--- config.mk ---
export PLATFORM = sky130hd
export DESIGN_NAME = sfs_queue
export DESIGN_NICKNAME = d
export VERILOG_FILES = /design/src/hdl/sfs_pkg.sv /design/src/hdl/sfs_queue.sv
export SDC_FILE = /design/constraint.sdc
export NUM_CORES = 1
export LEC_CHECK = 0
export BUFFER_PORTS_ARGS = -buffer_cell sky130_fd_sc_hd__clkbuf_2
export CAP_MARGIN = 20
export CORE_ASPECT_RATIO = 0.7
export CORE_UTILIZATION = 33
export CTS_CLUSTER_SIZE = 40
export DETAILED_ROUTE_END_ITERATION = 6
export PLACE_DENSITY_LB_ADDON = 0.12
export REMOVE_ABC_BUFFERS = 1
export SLEW_MARGIN = 20
export SYNTH_ARGS = -nofsm -noshare
export SYNTH_HDL_FRONTEND = slang
export SYNTH_SLANG_ARGS = --single-unit
--- constraint.sdc ---
create_clock -name i_clk -period 4.8 [get_ports i_clk]
set_input_delay 0.48 -clock i_clk [delete_from_list [all_inputs] [get_ports i_clk]]
set_output_delay 0.48 -clock i_clk [all_outputs]
set_load 0.05 [all_outputs]
--- src/hdl/sfs_pkg.sv ---
// Shared types and constants of the spring force and strain block.
`timescale 1ns / 1ps

package sfs_pkg;

    localparam int FRAC_BITS_DEF   = 16;
    localparam int QUEUE_DEPTH_DEF = 4;

    localparam logic [30:0] STIFF_RESET = 31'd65536;

    // One spring after the front end: separation vector and spring data.
    typedef struct packed {
        logic signed [31:0] rx;
        logic signed [31:0] ry;
        logic signed [31:0] rz;
        logic        [30:0] leq;
        logic               active;
        logic signed [31:0] prev;
    } t_item;

endpackage

--- src/hdl/sfs_queue.sv ---
// Short queue that decouples the front end from the arithmetic back end.
`timescale 1ns / 1ps

module sfs_queue #(
    parameter int DEPTH = sfs_pkg::QUEUE_DEPTH_DEF
) (
    input  logic           i_clk,
    input  logic           i_rst_n,
    input  logic           i_push,
    input  sfs_pkg::t_item i_item,
    output logic           o_full,
    output logic           o_valid,
    output sfs_pkg::t_item o_item,
    input  logic           i_pop
);
    import sfs_pkg::*;

    localparam int AW = (DEPTH > 1) ? $clog2(DEPTH) : 1;
    localparam int CW = $clog2(DEPTH + 1);

    t_item          r_mem [DEPTH];
    logic [AW-1:0]  r_wptr;
    logic [AW-1:0]  r_rptr;
    logic [CW-1:0]  r_count;
    logic [CW-1:0]  n_count;

    assign o_full  = (r_count == CW'(DEPTH));
    assign o_valid = (r_count != '0);
    assign o_item  = r_mem[r_rptr];

    always_comb begin
        case ({i_push, i_pop})
            2'b10:   n_count = r_count + 1'b1;
            2'b01:   n_count = r_count - 1'b1;
            default: n_count = r_count;
        endcase
    end

    always_ff @(posedge i_clk) begin
        if (i_push) begin
            r_mem[r_wptr] <= i_item;
        end
    end

    always_ff @(posedge i_clk) begin
        if (!i_rst_n) begin
            r_wptr  <= '0;
            r_rptr  <= '0;
            r_count <= '0;
        end else begin
            r_count <= n_count;
            if (i_push) begin
                r_wptr <= (r_wptr == AW'(DEPTH - 1)) ? '0 : r_wptr + 1'b1;
            end
            if (i_pop) begin
                r_rptr <= (r_rptr == AW'(DEPTH - 1)) ? '0 : r_rptr + 1'b1;
            end
        end
    end

    a_count_bound: assert property (@(posedge i_clk) disable iff (!i_rst_n)
        r_count <= CW'(DEPTH))
        else $error("queue fill count above depth");

    a_no_overflow: assert property (@(posedge i_clk) disable iff (!i_rst_n)
        i_push |-> !o_full)
        else $error("transfer into a full queue");

    a_no_underflow: assert property (@(posedge i_clk) disable iff (!i_rst_n)
        i_pop |-> o_valid)
        else $error("pop from an empty queue");

endmodule

==> results of run 1 <==
-- power groups by stage --
stage          Combinational [uW]  Clock, uW  Sequential, uW
6_report                     1560       5170            6530
5_1_grt                      1650       5550            6550
4_1_cts                      1600       5360            6530
3_5_place_dp                 1590          0            6650
3_3_place_gp                 1590          0            6650
2_1_floorplan                1090          0            6720
-- metal layers --
| layer | GRT usage (%) | share of wire, % | routed length (um) |
|---|---|---|---|
| met1 | 18.12 | 44 | 21430 |
| met4 | 4.562 | 2.3 | 1127 |
| met5 | 0 | 0.14 | 68 |
| met2 | 20.44 | 46 | 22330 |
| met3 | 4.960 | 7.2 | 3492 |
-- flip-flops by register name, indices dropped and copies added (netlist names), named ones only --
name,count
r_rptr,2
r_mem,640
r_wptr,2
r_count,3
-- cells by family after synthesis --
| logic type | synth area share [%] |
|---|---|
| AO/OA/AOI/OAI | 0.1276 |
| XOR/XNOR | 0.07446 |
| adder cells (fa/ha/maj) | 0.4041 |
| buffers and inverters | 1.122 |
| flip-flops | 82.45 |
| multiplexers | 15.40 |
| AND/OR/NAND/NOR | 0.4254 |
-- per-stage QoR --
step	power (uW)	utilization, %	instances
after floorplan	7815	-	847
after detailed placement	8245	37.67	2143
final	13250	40.76	2258
after global routing	13740	40.75	2256
after global placement	8234	37.67	2143
after CTS	13490	40.75	2256
-- synthesized netlist by cell type, drive strengths merged --
cell type / count
ha: 6
a21boi: 1
nor2b: 4
edfxtp: 640
a21oi: 1
nand2: 1
xor2: 1
or3: 2
and3: 1
nor3b: 2
o21ai: 2
and2: 6
dfxtp: 9
fa: 1
inv: 6
clkbuf: 6
mux4: 160
buf: 30
o21a: 1
xnor2: 1
mux2i: 2
-- worst max-delay path by stage --
stage	endpoint	cells past startpoint
2_1_floorplan	o_item[0]	1
3_3_place_gp	o_item[63]	3
3_5_place_dp	o_item[148]	3
4_1_cts	o_item[148]	3
5_1_grt	o_item[148]	3
6_report	o_item[148]	3
-- area by class of cell --
type	count	area share [%]
flip-flops and latches	649	67.89
well taps	954	4.176
clock inverters	31	1.217
inverters	6	0.07878
multi-input cells	192	13.56
repair buffers	342	6.705
diodes	2	0.01751
clock buffers	82	6.360
==> metrics.md, run 1 <==
| Metric | Value |
|---|---|
| GPL Wtd Cong | `0.6786` |
| Vias | `10,490` |
| Setup crit end kind | `output pin` |
| WP buf/inv | `2` |
| Cell Area, Synth | `0.02353 sq mm` |
| DR pass1 iterations | `5` |
| Hold Crit Depth | `1` |
| Reg clk slew, reported paths | `0.06 ns` |
| MaxCap Viol Count | `0` |
| R2R cell count | `4` |
| Outcome | `complete, no violations` |
| DR WL/cell | `21.46 um` |
| R2R Setup Slk | `2.86 ns` |
| Synth warn | `0` |
| Vias in the first global route | `11,130` |
| Drt drc | `0` |
| Setup slack at placement | `2.056 ns` |
| Area of the multi-input gates | `0.003876 sq mm` |
| Post-CTS setup repair buffer count | `0` |
| Gate power share | `11.8%` |
| Avg Cell Area, Syn | `26.65 sq um` |
| Tot GR Track Use | `13.55%` |
| Tcrit/Tclk final | `68.14%` |
| Core Rows | `81` |
| Seq pwr share | `49.3%` |
| Largest net degree at the start of global routing | `85` |
| Final instance area | `0.02859 sq mm` |
| Fin. max-slew vios | `0` |
| DIE AREA | `0.07239 sq mm` |
| Post-layout minimum cycle time | `3.271 ns` |
| Unique masters post-synth | `22` |
| Max FO, Critical Path | `34` |
| Filler cells | `6,253` |
| IO Pins | `326` |
| CP max stage cell | `dfxtp_4` |
| WHS | `0.09981 ns` |
| Hold_sp | `i_item[148]` |
| First-pass GRT wire length | `72,420 um` |
| Register area | `0.01941 sq mm` |
| CTS Buf Count | `67` |
| Final #Nets | `1,429` |
| Number of antenna violations at the first check in global routing | `6` |
| Setup TNS | `0 ns` |
| Worst setup SP type | `flop` |
| Die Height | `225.4 um` |
| Worst reg2reg path endpoint | `r_mem[2][90]` |
| Sequential share of the synthesized area | `82.45%` |
| Post-route ant nets | `0` |
| Clk root buf | `clkbuf_16` |
| Hold Buf Count CTS | `0` |
| Post-synth top area share | `81.68%` |
| Critical path arrival | `2.79 ns` |
| Ranking of synthesized cells by area | `edfxtp_1, mux4_2, dfxtp_1` |
| Crit path cell chain | `buf_4, mux4_2, clkbuf_2` |
| Syn Inst Count | `883` |
| Clk_lat worst skew | `0.59 ns` |
| Setup repair after global routing missed its margin | `false` |
| Fmax | `305.7 MHz` |
| Most common cell after layout, fill and taps aside | `edfxtp_1` |
| Clock Path Buffers | `3` |
| Most frequent cells in the layout | `edfxtp_1, clkbuf_2, mux4_2` |
| Final hold violation count | `0` |
| Final setup vio count | `0` |
| Die width | `321.2 um` |
| Max IR drop VDD | `0.3000 mV` |
| Pwr Density | `463.5 mW/mm^2` |
| Worst Hold Class | `in2reg` |
| Final clock skew | `0.01424 ns` |
| Initial cell density of the core | `33.55%` |
| CORE AREA | `0.07013 sq mm` |
| GRT Residual Overflow | `0` |
| Worst setup path class | `reg2out` |
| Hpwl dp | `28,400 um` |
| DR vias/cell | `4.645` |
| CP required | `4.32 ns` |
| Leak | `0.009507 uW` |
| Switching Share | `24.36%` |
| Min-Delay Endpoint | `r_mem[3][148]` |
| Layout cell share with drive strength beyond 1 | `46.01%` |
| Relative slew margins | `45.56%` |
| Clock power frac | `39.0%` |
| Seq cells post-synth | `649` |
| CTS tree | `done` |
| Min setup slack post-route | `1.529 ns` |
| CP delay by family, top | `flip-flops` |
| Area leader, netlist | `edfxtp_1` |
| FF-to-FF Start | `r_wptr[0]` |
| Cell Int Power | `10,020 uW` |
| Clock sink count | `649` |
| WL final | `48,450 um` |
| 1st-iter DRT viols | `685` |
| Post-DP Area | `0.02642 sq mm` |
| Crit-path max cell delay | `0.88 ns` |
| Htree depth | `3` |
| Psw | `3228 uW` |
| Least-Margin Pin Slew | `0.8167 ns` |
| Area growth syn-to-layout | `21.49%` |
| Resize count post-CTS | `0` |
| I/O Buffers | `325` |
No activity file was read; power rests on OpenSTA's default activity.
==> inputs of run 2 (changes only) <==
--- a/config.mk
+++ b/config.mk
@@ -5,6 +5,7 @@
 export SDC_FILE = /design/constraint.sdc
 export NUM_CORES = 1
 export LEC_CHECK = 0
+export ABC_AREA = 1
 export BUFFER_PORTS_ARGS = -buffer_cell sky130_fd_sc_hd__clkbuf_2
 export CAP_MARGIN = 20
 export CORE_ASPECT_RATIO = 0.7
==> constraint.sdc (replaced) <==
create_clock -name i_clk -period 3 [get_ports i_clk]
set_input_delay 0.3 -clock i_clk [delete_from_list [all_inputs] [get_ports i_clk]]
set_output_delay 0.3 -clock i_clk [all_outputs]
set_load 0.05 [all_outputs]
==> run 2 against run 1 <==
  * Clock power rose by 56%
  * Clock skew fell by 0.00091 ns
  * Worst setup slack got worse by 1.4 ns
  * Critical path depth rose by 2
  * Register-to-register slack got worse by 1.7 ns
  * Power rose by 64%
  * Die area rose by 1.9%
  * Largest cell class unchanged
==> metrics.md, run 2 <==
| Metric | Value |
|---|---|
| Vias in the first global route | `14,880 (+34%)` |
| Area of the multi-input gates | `0.004024 sq mm (+3.8%)` |
| Drt drc | `0 (unchanged)` |
| GRT Residual Overflow | `0 (unchanged)` |
| Most common cell after layout, fill and taps aside | `edfxtp_1` |
| Hpwl dp | `34,240 um (+21%)` |
| Gate power share | `14.8% (+3.0 points)` |
| Fmax | `351.7 MHz` |
| Largest Register | `r_mem` |
| Worst Hold Class | `in2reg` |
| DR WL/cell | `19.62 um (-8.6%)` |
| 1st-iter DRT viols | `998 (+46%)` |
| Top_reg_cell synth | `edfxtp_1` |
| Relative slew margins | `50.41% (+4.9 points)` |
| Clock Path Buffers | `3 (unchanged)` |
| Met2 Wirelength | `28,830 um (+29%)` |
| DR vias/cell | `4.790 (+3.1%)` |
| Unique masters post-synth | `20 (-9.1%)` |
| Outcome | `complete, no violations` |
| Initial cell density of the core | `33.45% (-0.097 points)` |
| Max IR drop VDD | `0.4567 mV (+52%)` |
| Commonest cells post-synth | `edfxtp_1, nor2_1, o21ai_0` |
| Post-layout minimum cycle time | `2.843 ns` |
| Most frequent cell after synthesis | `edfxtp_1` |
| Clock sink count | `649 (unchanged)` |
| Psw | `5854 uW (+81%)` |
| Post-synth EDFFs | `640 (unchanged)` |
| Die width | `324.3 um (+0.97%)` |
| Top flop regs | `r_mem x640, r_count x3` |
| Max FO, Critical Path | `104 (+210%)` |
| Asr flop ratio synth | `0% (unchanged)` |
| Most frequent cells in the layout | `edfxtp_1, nor2_1, clkbuf_2` |
| Critical path arrival | `2.54 ns (-0.25 ns)` |
| Largest net degree at the start of global routing | `187 (+120%)` |
| Final #Nets | `2,277 (+59%)` |
| Clk_lat worst skew | `0.59 ns (about the same)` |
| Leak | `0.01078 uW (+13%)` |
| GPL Wtd Cong | `0.7251 (+6.9%)` |
| CP required | `2.70 ns (-1.62 ns)` |
| Worst setup path class | `reg2out` |
| First-pass GRT wire length | `90,330 um (+25%)` |
| Fin. max-slew vios | `0 (unchanged)` |
| Seq cells post-synth | `649 (unchanged)` |
| Register area | `0.01941 sq mm (unchanged)` |
| Area growth syn-to-layout | `28.22%` |
| Met3 wire len | `3496 um (+0.11%)` |
| Seq pwr share | `48.1% (-1.2 points)` |
| Filler cells | `6,610 (+5.7%)` |
| IO Pins | `326 (unchanged)` |
| Final Power | `21,740 uW (+64%)` |
| Highest routed layer | `met5` |
| DR pass1 iterations | `5 (unchanged)` |
| Cell Int Power | `15,880 uW (+58%)` |
| Setup slack at placement | `0.6561 ns (-1.399 ns)` |
| Avg Cell Area, Syn | `14.93 sq um (-44%)` |
| Clock power frac | `37.1% (-1.9 points)` |
| Tcrit/Tclk final | `94.78%` |
| Post-DP Area | `0.02700 sq mm (+2.2%)` |
| Least-Margin Pin Slew | `0.7438 ns (-0.07287 ns)` |
| Ranking of synthesized cells by area | `edfxtp_1, nor2_1, o22ai_1` |
| Post-route ant nets | `0 (unchanged)` |
| Cell Area, Synth | `0.02399 sq mm (+2.0%)` |
| Final setup vio count | `0 (unchanged)` |
| MaxCap Viol Count | `0 (unchanged)` |
| Min setup slack post-route | `0.1566 ns (-1.373 ns)` |
| Syn Inst Count | `1,607 (+82%)` |
| Post-CTS setup repair buffer count | `0 (unchanged)` |
| Switching Share | `26.93% (+2.6 points)` |
| Post-synth top area share | `80.11% (-1.6 points)` |
| Worst setup SP type | `flop` |
| WL final | `61,330 um (+27%)` |
| I/O Buffers | `325 (unchanged)` |
| Die Height | `227.6 um (+0.97%)` |
| Core Rows | `82 (+1.2%)` |
| CTS tree | `done` |
| Tot GR Track Use | `16.26% (+2.7 points)` |
| Area leader, netlist | `edfxtp_1` |
| Clk root buf | `clkbuf_16` |
| Vias | `14,980 (+43%)` |
| Setup crit end kind | `output pin` |
| Pwr Density | `706.6 mW/mm^2 (+52%)` |
| WL met1 | `27,780 um (+30%)` |
| Htree depth | `3 (unchanged)` |
| DIE AREA | `0.07380 sq mm (+1.9%)` |
| Layout cell share with drive strength beyond 1 | `21.86% (-24 points)` |
| Largest register FFs | `640 (unchanged)` |
| CTS Buf Count | `67 (unchanged)` |
| Final hold violation count | `0 (unchanged)` |
| CORE AREA | `0.07172 sq mm (+2.3%)` |
| Final instance area | `0.03076 sq mm (+7.6%)` |
| Setup repair after global routing missed its margin | `false` |
| Number of antenna violations at the first check in global routing | `10 (+4)` |
| Synth warn | `0 (unchanged)` |
| Reg clk slew, reported paths | `0.06 ns (about the same)` |
| Sequential share of the synthesized area | `80.86% (-1.6 points)` |
| Final clock skew | `0.01333 ns (-0.0009089 ns)` |
-- run 2: changes by cell type in the layout (fill, tap and decap cells not counted), sizes merged, moves of 6 or more --
cell	delta
nor2	+325
o21ai	+322
dlygate4sd3	+161
mux4	-160
o22ai	+160
buf	+31
inv	+12
nand2	+7
and2	-6
-- run 2: timing repair --
item,in CTS,in global routing
pin swaps,0,0
endpoints found under the hold margin,641,0
gates cloned,0,1
gates resized for setup,1,0
hold buffers,161,0
endpoints found under the setup margin,1,2
-- run 2: worst max-delay path, cell delays in order, from the launching register on --
cell	delay, ns
dfxtp_4	0.41
clkinv_8	0.39
buf_12	0.33
nor2_1	0.07
o22ai_1	0.34
clkbuf_2	0.35
-- run 2: path summary, 6_finish.rpt --
kind / start / endpoint / slack (ns) / depth (start not counted)
setup / recovery: flop / o_item[106] / 0.16 / 5
hold / removal: i_pop / flop / 0.11 / 3
setup reg to reg: r_wptr[0] / r_mem[2][34] / 1.17 / 5
hold reg to reg: r_rptr[1] / flop / 0.54 / 2
-- run 2: cell type report --
type / instances / share of cell area, %
Tap cell: 966 / 3.929
Inverter: 18 / 0.3335
Timing Repair Buffer: 535 / 12.70
Sequential cell: 649 / 63.09
Antenna cell: 5 / 0.04068
Clock inverter: 36 / 1.058
Clock buffer: 82 / 5.772
Multi-Input combinational cell: 835 / 13.08
-- run 2: power by group through the flow --
stage	sequential, uW	combinational, uW	clock, uW
after floorplan	10800	1940	0
after global placement	10600	3060	0
after detailed placement	10600	3070	0
after CTS	10400	3260	8330
after global routing	10500	3450	8660
final	10400	3220	8070
-- run 2: cell families after synthesis --
kind of cell	after synthesis	share of synthesized area, %
AOI/OAI and AO/OA	489	11.04
adders and majority gates	7	0.3964
buffers and inverters	123	2.368
DFF	649	80.86
and+or+nand+nor	339	5.341
-- run 2: per-layer routing --
metal,global-route usage (%),up-vias
li1,-,7118
met1,21.57,7493
met2,26.16,269
met3,4.555,85
met4,4.413,10
met5,0,-
-- run 2: metrics by stage --
stage                     hold WS [ns]  cells  utilization (%)  TNS [ns]
after detailed placement        0.5195   2841            37.65         0
final                           0.1061   3126            42.89         0
after floorplan                 0.3989   1502                -  -1755.95
after global routing            0.1094   3124            42.89         0
after CTS                      0.05618   3120            42.84         0
after global placement          0.5140   2841            37.65         0
