File: src/hdl/sfs_pkg.sv
// Shared types and constants of the spring force and strain block.
`timescale 1ns / 1ps

package sfs_pkg;

    localparam int FRAC_BITS_DEF   = 16;
    localparam int QUEUE_DEPTH_DEF = 4;

    localparam logic [30:0] STIFF_RESET = 31'd65536;

    // One spring after the front end: separation vector and spring data.
    typedef struct packed {
        logic signed [31:0] rx;
        logic signed [31:0] ry;
        logic signed [31:0] rz;
        logic        [30:0] leq;
        logic               active;
        logic signed [31:0] prev;
    } t_item;

endpackage

File: src/hdl/sfs_front.sv
// Front end: takes a spring, forms the saturated separation vector, feeds the queue.
`timescale 1ns / 1ps

module sfs_front (
    input  logic               i_clk,
    input  logic               i_rst_n,
    input  logic               i_valid,
    output logic               o_stall,
    input  logic signed [31:0] i_first_x,
    input  logic signed [31:0] i_first_y,
    input  logic signed [31:0] i_first_z,
    input  logic signed [31:0] i_second_x,
    input  logic signed [31:0] i_second_y,
    input  logic signed [31:0] i_second_z,
    input  logic        [30:0] i_rest_length,
    input  logic               i_spring_active,
    input  logic signed [31:0] i_previous_strain,
    output logic               o_push,
    output sfs_pkg::t_item     o_item,
    input  logic               i_full
);
    import sfs_pkg::*;

    function automatic logic [31:0] sat_diff(input logic [31:0] a, input logic [31:0] b);
        logic [32:0] d;
        d = {a[31], a} - {b[31], b};
        if (d[32] != d[31]) begin
            return d[32] ? 32'h8000_0000 : 32'h7FFF_FFFF;
        end
        return d[31:0];
    endfunction

    logic  r_valid;
    t_item r_item;

    assign o_stall = r_valid && i_full;
    assign o_push  = r_valid && !i_full;
    assign o_item  = r_item;

    always_ff @(posedge i_clk) begin
        if (!i_rst_n) begin
            r_valid <= 1'b0;
        end else if (!o_stall) begin
            r_valid <= i_valid;
        end
    end

    always_ff @(posedge i_clk) begin
        if (!o_stall && i_valid) begin
            r_item.rx     <= sat_diff(i_first_x, i_second_x);
            r_item.ry     <= sat_diff(i_first_y, i_second_y);
            r_item.rz     <= sat_diff(i_first_z, i_second_z);
            r_item.leq    <= i_rest_length;
            r_item.active <= i_spring_active;
            r_item.prev   <= i_previous_strain;
        end
    end

endmodule

File: config.mk
export PLATFORM = sky130hd
export DESIGN_NAME = sfs_front
export DESIGN_NICKNAME = d
export VERILOG_FILES = /design/src/hdl/sfs_pkg.sv /design/src/hdl/sfs_front.sv
export SDC_FILE = /design/constraint.sdc
export NUM_CORES = 1
export LEC_CHECK = 0
export ABC_AREA = 1
export BUFFER_PORTS_ARGS = -buffer_cell sky130_fd_sc_hd__buf_2
export CORE_UTILIZATION = 40
export CTS_BUF_LIST = sky130_fd_sc_hd__clkbuf_16
export DETAILED_ROUTE_END_ITERATION = 10
export GPL_ROUTABILITY_DRIVEN = 0
export GPL_TIMING_DRIVEN = 0
export PLACE_DENSITY = 0.65
export SYNTH_ARGS = -nofsm -noshare
export SYNTH_HDL_FRONTEND = slang
export SYNTH_SLANG_ARGS = --single-unit
File: constraint.sdc
create_clock -name i_clk -period 9.22 [get_ports i_clk]
set_input_delay 0 -clock i_clk [delete_from_list [all_inputs] [get_ports i_clk]]
set_output_delay 0 -clock i_clk [all_outputs]
set_load 0.005 [all_outputs]
==> reports/qor.yml, run 1 <==
finish:
  num-fill-cells: 3098
  nets: 2619
  final_util_pct: 53.41
  area_growth_pct: 30.42
  drive_gt1_share_pct: 25.69
floorplan:
  fp.dieArea_um2: 33200
  die_x_um: 182.2
  initial_utilization_pct: 40.95
  core_um2: 31720
  num_rows: 65
  die_y_um: 182.2
  io_pins: 422
global_routing:
  track_usage_pct: 22.87
  grt_pass1_wl_um: 59890
  antenna_found_initial: 3
  grt_overflow: 0
  grt_pass1_vias: 12230
  grt_max_degree: 36
sta:
  max_slew_margin_pct: 33.82
  worst_pin_slew_ns: 0.9904
  finalSetupViolCount: 0
  fin_hold_ws_ns: 0.06529
  skew_ns: 0.007834
  setup_ws_ns: 6.805
  grt_setup_unrepaired: "no"
  hold_violations: 0
  finalSetupTns_ns: 0
  period_share_pct: 26.19
  final.min_clock_period_ns: 2.415
  slew_violations: 0
  max_freq_mhz: 414.1
clocking:
  htree_levels: 4
  worstSkewPairLatency_ns: 0.43
  post_cts_buffers: 0
  cts_tree: "built"
  path_clk_slew_ns: 0.06
  cts_num_sinks: 161
  cts_buffer_depth: 2
  clock-root-buffer: "clkbuf_16"
  cts-buffers-inserted: 17
worst_setup_path:
  crit_type: "primary input to register"
  critPathBufInv: 4
  path_cells: "dlygate4sd3_1 > buf_2 > ha_1 > inv_1 > fa_1 > nand2_1 > nand2_1 > nand3_1 > nand2_1 > nand2_1 > nand2_2 > nand2_2 > nand2_2 > nand2_2 > nand2_4 > nand2_4 > buf_6 > o21ai_2"
  crit_family: "simple AND/OR/NAND/NOR gates"
  crit_path_start_kind: "primary input"
  cp-end-kind: "register"
  crit_fanout: 10
  slowest_stage: "dlygate4sd3_1"
  crit_required_ns: 9.39
  cp.arrival_ns: 2.59
  crit_path_max_incr_delay_ns: 0.53
route:
  avgRoutedWirePerCell_um: 14.30
  first_iter_violations: 652
  drc: 0
  drt-pass1-iter-count: 5
  viasPerCell: 4.731
  vias: 12670
  ant_nets: 0
  routed_wirelength_um: 38280
placed_design:
  hpwl_um: 31810
  pre_cts_ws_ns: 6.866
  io_buffers: 421
synthesis:
  synthAdderAreaFrac_pct: 9.709
  synthMuxAreaShare_pct: 0
  ys_ff_latch: 161
  synth_top_family_by_area: "simple AND/OR/NAND/NOR gates"
  synthCells: 1747
  synth_xor_area_share_pct: 3.776
  syn_nets: 2106
  async_reset_ff_share_pct: 0
  ys_top_cells_by_count: "nand2_1, inv_1, edfxtp_1"
  synth_top_area_cell: "edfxtp_1"
  yosys_warnings: 0
  synth_most_common_cell: "nand2_1"
  ys_seq_area_share_pct: 37.14
  synth_area_leaders: "edfxtp_1, nand2_1, ha_1"
  avgSynthCellArea_um2: 7.436
  ys_types: 32
  synth_area_um2: 12990
  ys.flop_type: "edfxtp_1"
  synth_simple_gate_area_share_pct: 31.37
  synth_edf_count: 160
  synth-compound-area-share_pct: 8.149
  synth_top_area_share_pct: 36.99
outcome:
  status: "completed"
pwr:
  ir_drop_uv: 109.5
  p_total_w: 0.002533
  power_density_nw_per_um2: 149.5
  p_leak_nw: 9.249
job:
  drv_cap: 0
hold_path:
  hold_path.class: "primary input to register"
## placed cells by master, fill, tap and decap left out, types with 2 or more instances in the layout
cell type	instances
inv_2	6
o21ai_2	27
nand3_1	53
nor2_4	5
edfxtp_1	160
dlygate4sd3_1	69
nand3_2	4
nor3_1	6
a21oi_1	94
clkinv_4	2
xnor2_1	12
nor2_2	7
nor2_8	3
clkbuf_16	17
diode_2	2
inv_6	5
xor2_1	44
nand2_2	40
fa_1	3
ha_1	96
buf_2	421
inv_1	292
and2_1	2
a21oi_2	7
o21ai_0	20
clkinv_2	3
nand2_1	645
o21ai_1	2
o21bai_1	22
nand3_4	2
nor4_1	4
nor2_1	138
buf_6	15
nand2_4	13
nand3b_1	23
buf_12	4
## metal layers
metal | share of wire (%) | GRT usage (%) | wire (µm) | up-vias
met4 | 3.3 | 9.176 | 1267 | 0
li1 | - | - | - | 6551
met2 | 48 | 40.98 | 18430 | 476
met3 | 5.7 | 3.153 | 2175 | 66
met1 | 43 | 27.51 | 16410 | 5573
met5 | 0 | 0 | 0 | -
## state kept, by name, indices dropped and copies added (netlist names)
signal	cells
o_item	160
r_valid	1
## worst paths after layout
check                                     startpoint                    end  slack, ns  depth (start not counted)
worst max-delay path                   i_second_x[0]  o_item[150]$_DFFE_PP_       6.81                         18
worst min-delay path                    i_first_x[0]  o_item[128]$_DFFE_PP_       0.07                          4
worst max register to register  r_valid$_SDFFE_PN0N_  o_item[140]$_DFFE_PP_       7.13                          5
worst min register to register  r_valid$_SDFFE_PN0N_    o_item[8]$_DFFE_PP_       0.90                          3
## worst min-delay path, cell delays in order
cell and delay, ns:
buf_2 0.09, inv_1 0.04, ha_1 0.12, o21ai_1 0.06
## final cells by class
type	count	area [µm²]	share of cell area, %
antenna	2	5.005	0.02954
buffer	15	168.9	0.9970
clock buffer	17	425.4	2.511
clock inverter	15	132.6	0.7829
inverter	296	1111	6.558
multi-input combinational	1275	6893	40.69
sequential	161	4825	28.48
tap	402	503.0	2.969
timing repair buffer	494	2878	16.99
## cells by family (layout without fill, tap and decap cells)
| logic type | after synthesis | count (layout) |
|---|---|---|
| buffers and inverters | 311 | 837 |
| flip-flops | 161 | 161 |
| other | 0 | 2 |
| AO/OA/AOI/OAI | 174 | 174 |
| XOR/XNOR | 56 | 56 |
| AND/OR/NAND/NOR | 946 | 946 |
| adder cells (fa/ha/maj) | 99 | 99 |
## what timing repair did
action | CTS | global route
gates resized for setup | 0 | 0
hold buffers | 69 | 0
hold endpoints to repair | 68 | 0
## report_power, final
group	switching [W]	internal (W)	leakage (nW)	total [W]
Combinational	0.000535	0.000358	7.41	0.000893
Clock	0.000304	0.000375	0.283	0.000679
Sequential	0.0000272	0.000934	1.56	0.000961
## metrics by stage
| step | instance area [µm²] | cells |
|---|---|---|
| after global placement | 15600 | 2570 |
| final | 16940 | 2677 |
| after global routing | 16940 | 2676 |
| after detailed placement | 15690 | 2574 |
| after CTS | 16940 | 2675 |
| after floorplan | 12990 | 1747 |
No activity file was read; power rests on OpenSTA's default activity.
==> run 2: changes to the inputs <==
PLACE_DENSITY = 0.68   (was 0.65)
clock period = 2.05 ns   (was 9.22 ns; I/O delays follow)
==> reports/qor.yml, run 2 (same netlist as run 1, synthesis figures left out) <==
worst_setup_path:
  crit_family: "simple AND/OR/NAND/NOR gates"  # unchanged
  path_cells: "buf_2 > inv_1 > ha_1 > inv_1 > fa_1 > nand2_1 > nand3_1 > nand3_1 > nand2_2 > nand2_2 > nand2_4 > nand2_4 > nand3_1 > nand2_2 > nand3_2 > buf_6 > nand2_1 > nand2_1"  # was dlygate4sd3_1 > buf_2 > ha_1 > inv_1 > fa_1 > nand2_1 > nand2_1 > nand3_1 > nand2_1 > nand2_1 > nand2_2 > nand2_2 > nand2_2 > nand2_2 > nand2_4 > nand2_4 > buf_6 > o21ai_2
  critPathBufInv: 4  # unchanged
  crit_fanout: 10  # unchanged
  r2r_end: "o_item[78]$_DFFE_PP_"  # was o_item[140]$_DFFE_PP_
  crit_path_start_kind: "primary input"  # unchanged
  rrSetupSlack_ns: 0.34  # was 7.13 ns
  r2r_start: "r_valid$_SDFFE_PN0N_"  # unchanged
  crit_path_max_incr_delay_ns: 0.44  # was 0.53 ns
  crit_type: "primary input to register"  # unchanged
  crit_required_ns: 2.22  # was 9.39 ns
  cp-end-kind: "register"  # unchanged
  r2r_cells: 5  # unchanged
  slowest_stage: "fa_1"  # was dlygate4sd3_1
  cp.arrival_ns: 2.05  # was 2.59 ns
finish:
  nets: 2620  # was 2619
  largest_reg_flops: 160  # unchanged
  area_growth_pct: 31.00  # was 30.42%
  register_area_um2: 4826  # was 4825 µm²
  multi_input_area_um2: 6907  # was 6893 µm²
  final_cells: 2677  # unchanged
  final_common_cell: "nand2_1"  # unchanged
  final_area_um2: 17020  # was 16940 µm²
  num-fill-cells: 3071  # was 3098
  layout_common_cells: "nand2_1, buf_2, inv_1, edfxtp_1, nor2_1"  # unchanged
  drive_gt1_share_pct: 26.03  # was 25.69%
  final_util_pct: 53.65  # was 53.41%
outcome:
  status: "completed"  # unchanged
route:
  drt-pass1-iter-count: 5  # unchanged
  vias: 12650  # was 12670
  viasPerCell: 4.726  # was 4.731
  routed_wirelength_um: 37780  # was 38280 µm
  drc: 0  # unchanged
  first_iter_violations: 734  # was 652
  ant_nets: 0  # unchanged
  avgRoutedWirePerCell_um: 14.11  # was 14.30 µm
floorplan:
  core_um2: 31720  # unchanged
  io_pins: 422  # unchanged
  die_x_um: 182.2  # unchanged
  die_y_um: 182.2  # unchanged
  num_rows: 65  # unchanged
  initial_utilization_pct: 40.95  # unchanged
  fp.dieArea_um2: 33200  # unchanged
pwr:
  power_density_nw_per_um2: 685.8  # was 149.5 nW/µm²
  p_leak_nw: 9.262  # was 9.249 nW
  p_total_w: 0.01167  # was 0.002533 W
  ir_drop_uv: 478.7  # was 109.5 µV
hold_path:
  hold_path.class: "primary input to register"  # unchanged
  min_to: "o_item[97]$_DFFE_PP_"  # was o_item[128]$_DFFE_PP_
  worstHoldStart: "i_first_y[1]"  # was i_first_x[0]
  hold_depth: 4  # unchanged
global_routing:
  antenna_found_initial: 1  # was 3
  grt_pass1_wl_um: 58860  # was 59890 µm
  grt_pass1_vias: 11910  # was 12230
  grt_max_degree: 37  # was 36
  track_usage_pct: 22.53  # was 22.87%
  grt_overflow: 0  # unchanged
sta:
  period_share_pct: 91.54
  hold_violations: 0  # unchanged
  worst_pin_slew_ns: 0.6692  # was 0.9904 ns
  setup_ws_ns: 0.1734  # was 6.805 ns
  max_freq_mhz: 532.9
  final.min_clock_period_ns: 1.877
  max_slew_margin_pct: 55.34  # was 33.82%
  slew_violations: 0  # unchanged
  skew_ns: 0.01522  # was 0.007834 ns
  finalSetupViolCount: 0  # unchanged
  grt_setup_unrepaired: "no"  # unchanged
clocking:
  cts-buffers-inserted: 17  # unchanged
  cts_tree: "built"  # unchanged
  post_cts_buffers: 0  # unchanged
  clock-root-buffer: "clkbuf_16"  # unchanged
  cts_num_sinks: 161  # unchanged
  cts_buffer_depth: 2  # unchanged
  path_clk_slew_ns: 0.07  # was 0.06 ns
  htree_levels: 4  # unchanged
  worstSkewPairLatency_ns: 0.43  # about the same
placed_design:
  hpwl_um: 31250  # was 31810 µm
  io_buffers: 421  # unchanged
  dpl_cell_area_um2: 15690  # about the same
  pre_cts_ws_ns: -0.3066  # was 6.866 ns
  placedCellCount: 2574  # unchanged
job:
  drv_cap: 0  # unchanged
-- run 2: cell count changes in the layout (fill, tap and decap cells not counted), sizes merged --
| cell | previous run | this run |
|---|---|---|
| nor2 | 153 | 154 |
| bufinv | 1 | 2 |
| inv | 304 | 303 |
| clkinvlp | 1 | 2 |
| diode | 2 | 1 |
| clkinv | 5 | 4 |
-- run 2: worst max-delay path by stage --
stage / depth (start not counted) / from / to
after floorplan: 3 / r_valid$_SDFFE_PN0N_ / o_item[0]$_DFFE_PP_
after global placement: 3 / r_valid$_SDFFE_PN0N_ / o_item[128]$_DFFE_PP_
after detailed placement: 18 / i_first_z[0] / o_item[77]$_DFFE_PP_
after CTS: 5 / r_valid$_SDFFE_PN0N_ / o_item[78]$_DFFE_PP_
after global routing: 18 / i_first_y[0] / o_item[112]$_DFFE_PP_
final: 18 / i_first_y[0] / o_item[120]$_DFFE_PP_
-- run 2: stage by stage --
step	hold WS [ns]	TNS, ns
2_1_floorplan	0.03110	-184.50
3_3_place_gp	0.1768	-348.72
3_5_place_dp	0.1781	-21.78
4_1_cts	0.04814	0
5_1_grt	0.08075	0
6_report	0.06809	0
-- run 2: power breakdown --
group	leakage [nW]	internal, W	switching [W]	total [W]
clock network	0.297	0.00186	0.00148	0.00334
logic	7.41	0.00161	0.00240	0.00401
registers	1.56	0.00420	0.000125	0.00432
-- run 2: worst register-to-register path, cell delays in order, from the launching register on --
cell and delay, ns:
dfxtp_2 0.33, nand2_2 0.07, inv_2 0.06, nor2_4 0.38
buf_12 0.28, buf_12 0.27
-- run 2: what timing repair did --
| item | 4_1_cts | 5_1_grt |
|---|---|---|
| hold buffers | 69 | 0 |
| hold endpoints to repair | 68 | 0 |
| endpoints found under the setup margin | 0 | 90 |
| gates resized for setup | 0 | 2 |
-- run 2: per-layer routing --
layer  up-vias  GRT usage [%]  share of wire (%)
li1       6543              -                  -
met1      5578          28.12                 43
met2       479          39.13                 47
met3        52          2.934                5.9
met4         0          9.412                3.5
met5         -              0                  0
-- run 2: layout make-up --
class | count | share of cell area, %
buffer | 15 | 0.9926
antenna | 1 | 0.01471
clock buffer | 17 | 2.500
multi-input combinational | 1276 | 40.59
tap | 402 | 2.956
inverter | 296 | 6.529
clock inverter | 15 | 1.147
timing repair buffer | 494 | 16.91
sequential | 161 | 28.36
==> run 3: changes to the inputs <==
CORE_UTILIZATION = 47   (was 40)
PLACE_DENSITY = 0.78   (was 0.68)
==> reports/qor.yml, run 3 (same netlist as run 1, synthesis figures left out) <==
finish:
  layout_common_cells: "nand2_1, buf_2, inv_1, edfxtp_1, nor2_1"  # unchanged
  final_common_cell: "nand2_1"  # unchanged
  drive_gt1_share_pct: 26.02  # was 26.03%
  area_growth_pct: 29.94  # was 31.00%
  nets: 2617  # was 2620
  final_area_um2: 16880  # was 17020 µm²
  final_cells: 2613  # was 2677
  largest_reg_flops: 160  # unchanged
route:
  routed_wirelength_um: 38140  # was 37780 µm
  vias: 12850  # was 12650
  avgRoutedWirePerCell_um: 14.60  # was 14.11 µm
  ant_nets: 0  # unchanged
  drt-pass1-iter-count: 5  # unchanged
  drc: 0  # unchanged
  viasPerCell: 4.917  # was 4.726
  first_iter_violations: 807  # was 734
sta:
  worst_pin_slew_ns: 0.7633  # was 0.6692 ns
  hold_violations: 0  # unchanged
  skew_ns: 0.007721  # was 0.01522 ns
  period_share_pct: 94.78  # was 91.54%
  max_freq_mhz: 514.7  # was 532.9 MHz
  finalSetupViolCount: 0  # unchanged
  slew_violations: 0  # unchanged
  fin_hold_ws_ns: 0.03081  # was 0.06809 ns
  final.min_clock_period_ns: 1.943  # was 1.877 ns
  grt_setup_unrepaired: "no"  # unchanged
  max_slew_margin_pct: 49.06  # was 55.34%
floorplan:
  io_pins: 422  # unchanged
  num_rows: 60  # was 65
  core_um2: 27030  # was 31720 µm²
  die_x_um: 168.2  # was 182.2 µm
  initial_utilization_pct: 48.06  # was 40.95%
  fp.dieArea_um2: 28310  # was 33200 µm²
  die_y_um: 168.2  # was 182.2 µm
hold_path:
  hold_path.class: "primary input to register"  # unchanged
clocking:
  htree_levels: 4  # unchanged
  clock-root-buffer: "clkbuf_16"  # unchanged
  post_cts_buffers: 0  # unchanged
  cts_num_sinks: 161  # unchanged
  cts-buffers-inserted: 17  # unchanged
  worstSkewPairLatency_ns: 0.42  # was 0.43 ns
  cts_tree: "built"  # unchanged
  path_clk_slew_ns: 0.07  # about the same
  cts_buffer_depth: 2  # unchanged
placed_design:
  io_buffers: 421  # unchanged
  hpwl_um: 31340  # was 31250 µm
  placedCellCount: 2513  # was 2574
  dpl_cell_area_um2: 15620  # was 15690 µm²
global_routing:
  grt_pass1_wl_um: 59800  # was 58860 µm
  grt_pass1_vias: 12230  # was 11910
  grt_overflow: 0  # unchanged
  grt_max_degree: 38  # was 37
  antenna_found_initial: 3  # was 1
  track_usage_pct: 26.73  # was 22.53%
pwr:
  p_leak_nw: 9.240  # was 9.262 nW
  ir_drop_uv: 508.3  # was 478.7 µV
  power_density_nw_per_um2: 679.3  # was 685.8 nW/µm²
job:
  drv_cap: 0  # unchanged
outcome:
  status: "completed"  # unchanged
worst_setup_path:
  cp.arrival_ns: 2.06  # was 2.05 ns
  crit_path_start_kind: "register"  # was primary input
  crit_required_ns: 2.17  # was 2.22 ns
  crit_type: "register to register"  # was primary input to register
  cp-end-kind: "register"  # unchanged
  crit_fanout: 34  # was 10
## run 3: changes by cell type in the layout (fill, tap and decap cells not counted)
cell	before	now
dlygate4sd3_1	69	66
inv_6	5	3
ha_2	1	0
bufinv_16	2	0
clkinv_4	0	2
inv_8	2	4
ha_1	95	96
clkinv_8	3	4
clkinvlp_4	2	1
## run 3: metrics by stage
stage	worst slack, ns	utilization [%]	total power, W	setup TNS (ns)
finish	0.1071	62.45	0.01147	0
global route	0.005045	62.45	0.01211	0
CTS	0.09977	62.44	0.01150	0
detailed placement	-0.3111	57.78	0.008256	-24.98
global placement	-1.980	57.48	0.008165	-328.86
floorplan	-1.153	-	0.006871	-184.50
## run 3: worst paths after layout
check                  startpoint  cells after the start                    end  slack, ns
max          r_valid$_SDFFE_PN0N_                      6  o_item[129]$_DFFE_PP_       0.11
min                 i_second_x[0]                      3  o_item[128]$_DFFE_PP_       0.03
max reg2reg  r_valid$_SDFFE_PN0N_                      6  o_item[129]$_DFFE_PP_       0.11
min reg2reg  r_valid$_SDFFE_PN0N_                      3   o_item[31]$_DFFE_PP_       0.80
## run 3: layer usage
layer	track usage (%)	share of wire, %
met1	31.40	40
met2	47.84	49
met3	3.879	6.8
met4	12.65	4.4
met5	0	0.045
## run 3: cell type report
cell class,instances,area [µm²]
diodes,1,2.502
plain buffers,15,168.9
clock buffers,17,425.4
clock inverters,15,166.4
fillers,2410,10150
inverters,296,1111
multi-input cells,1276,6904
flip-flops and latches,161,4826
well taps,341,426.7
repair buffers,491,2848
## run 3: report_power, final
| part | internal [W] | switching [W] | total (W) |
|---|---|---|---|
| Sequential | 0.00420 | 0.000123 | 0.00432 |
| Clock | 0.00164 | 0.00149 | 0.00313 |
| Combinational | 0.00161 | 0.00241 | 0.00401 |
| Total | 0.00744 | 0.00402 | 0.0115 |
## run 3: worst max-delay path: stages (launching register included)
cell     delay, ns
dfxtp_2       0.33
nand2_2       0.07
inv_2         0.06
nor2_4        0.38
buf_12        0.28
buf_12        0.24
buf_12        0.23
## run 3: what timing repair did
| item | 4_1_cts | 5_1_grt |
|---|---|---|
| endpoints found under the hold margin | 65 | 0 |
| pin swaps | 1 | 1 |
| gates cloned | 1 | 0 |
| resized for setup | 0 | 1 |
| hold buffers | 66 | 0 |
| setup endpoints to repair | 32 | 3 |
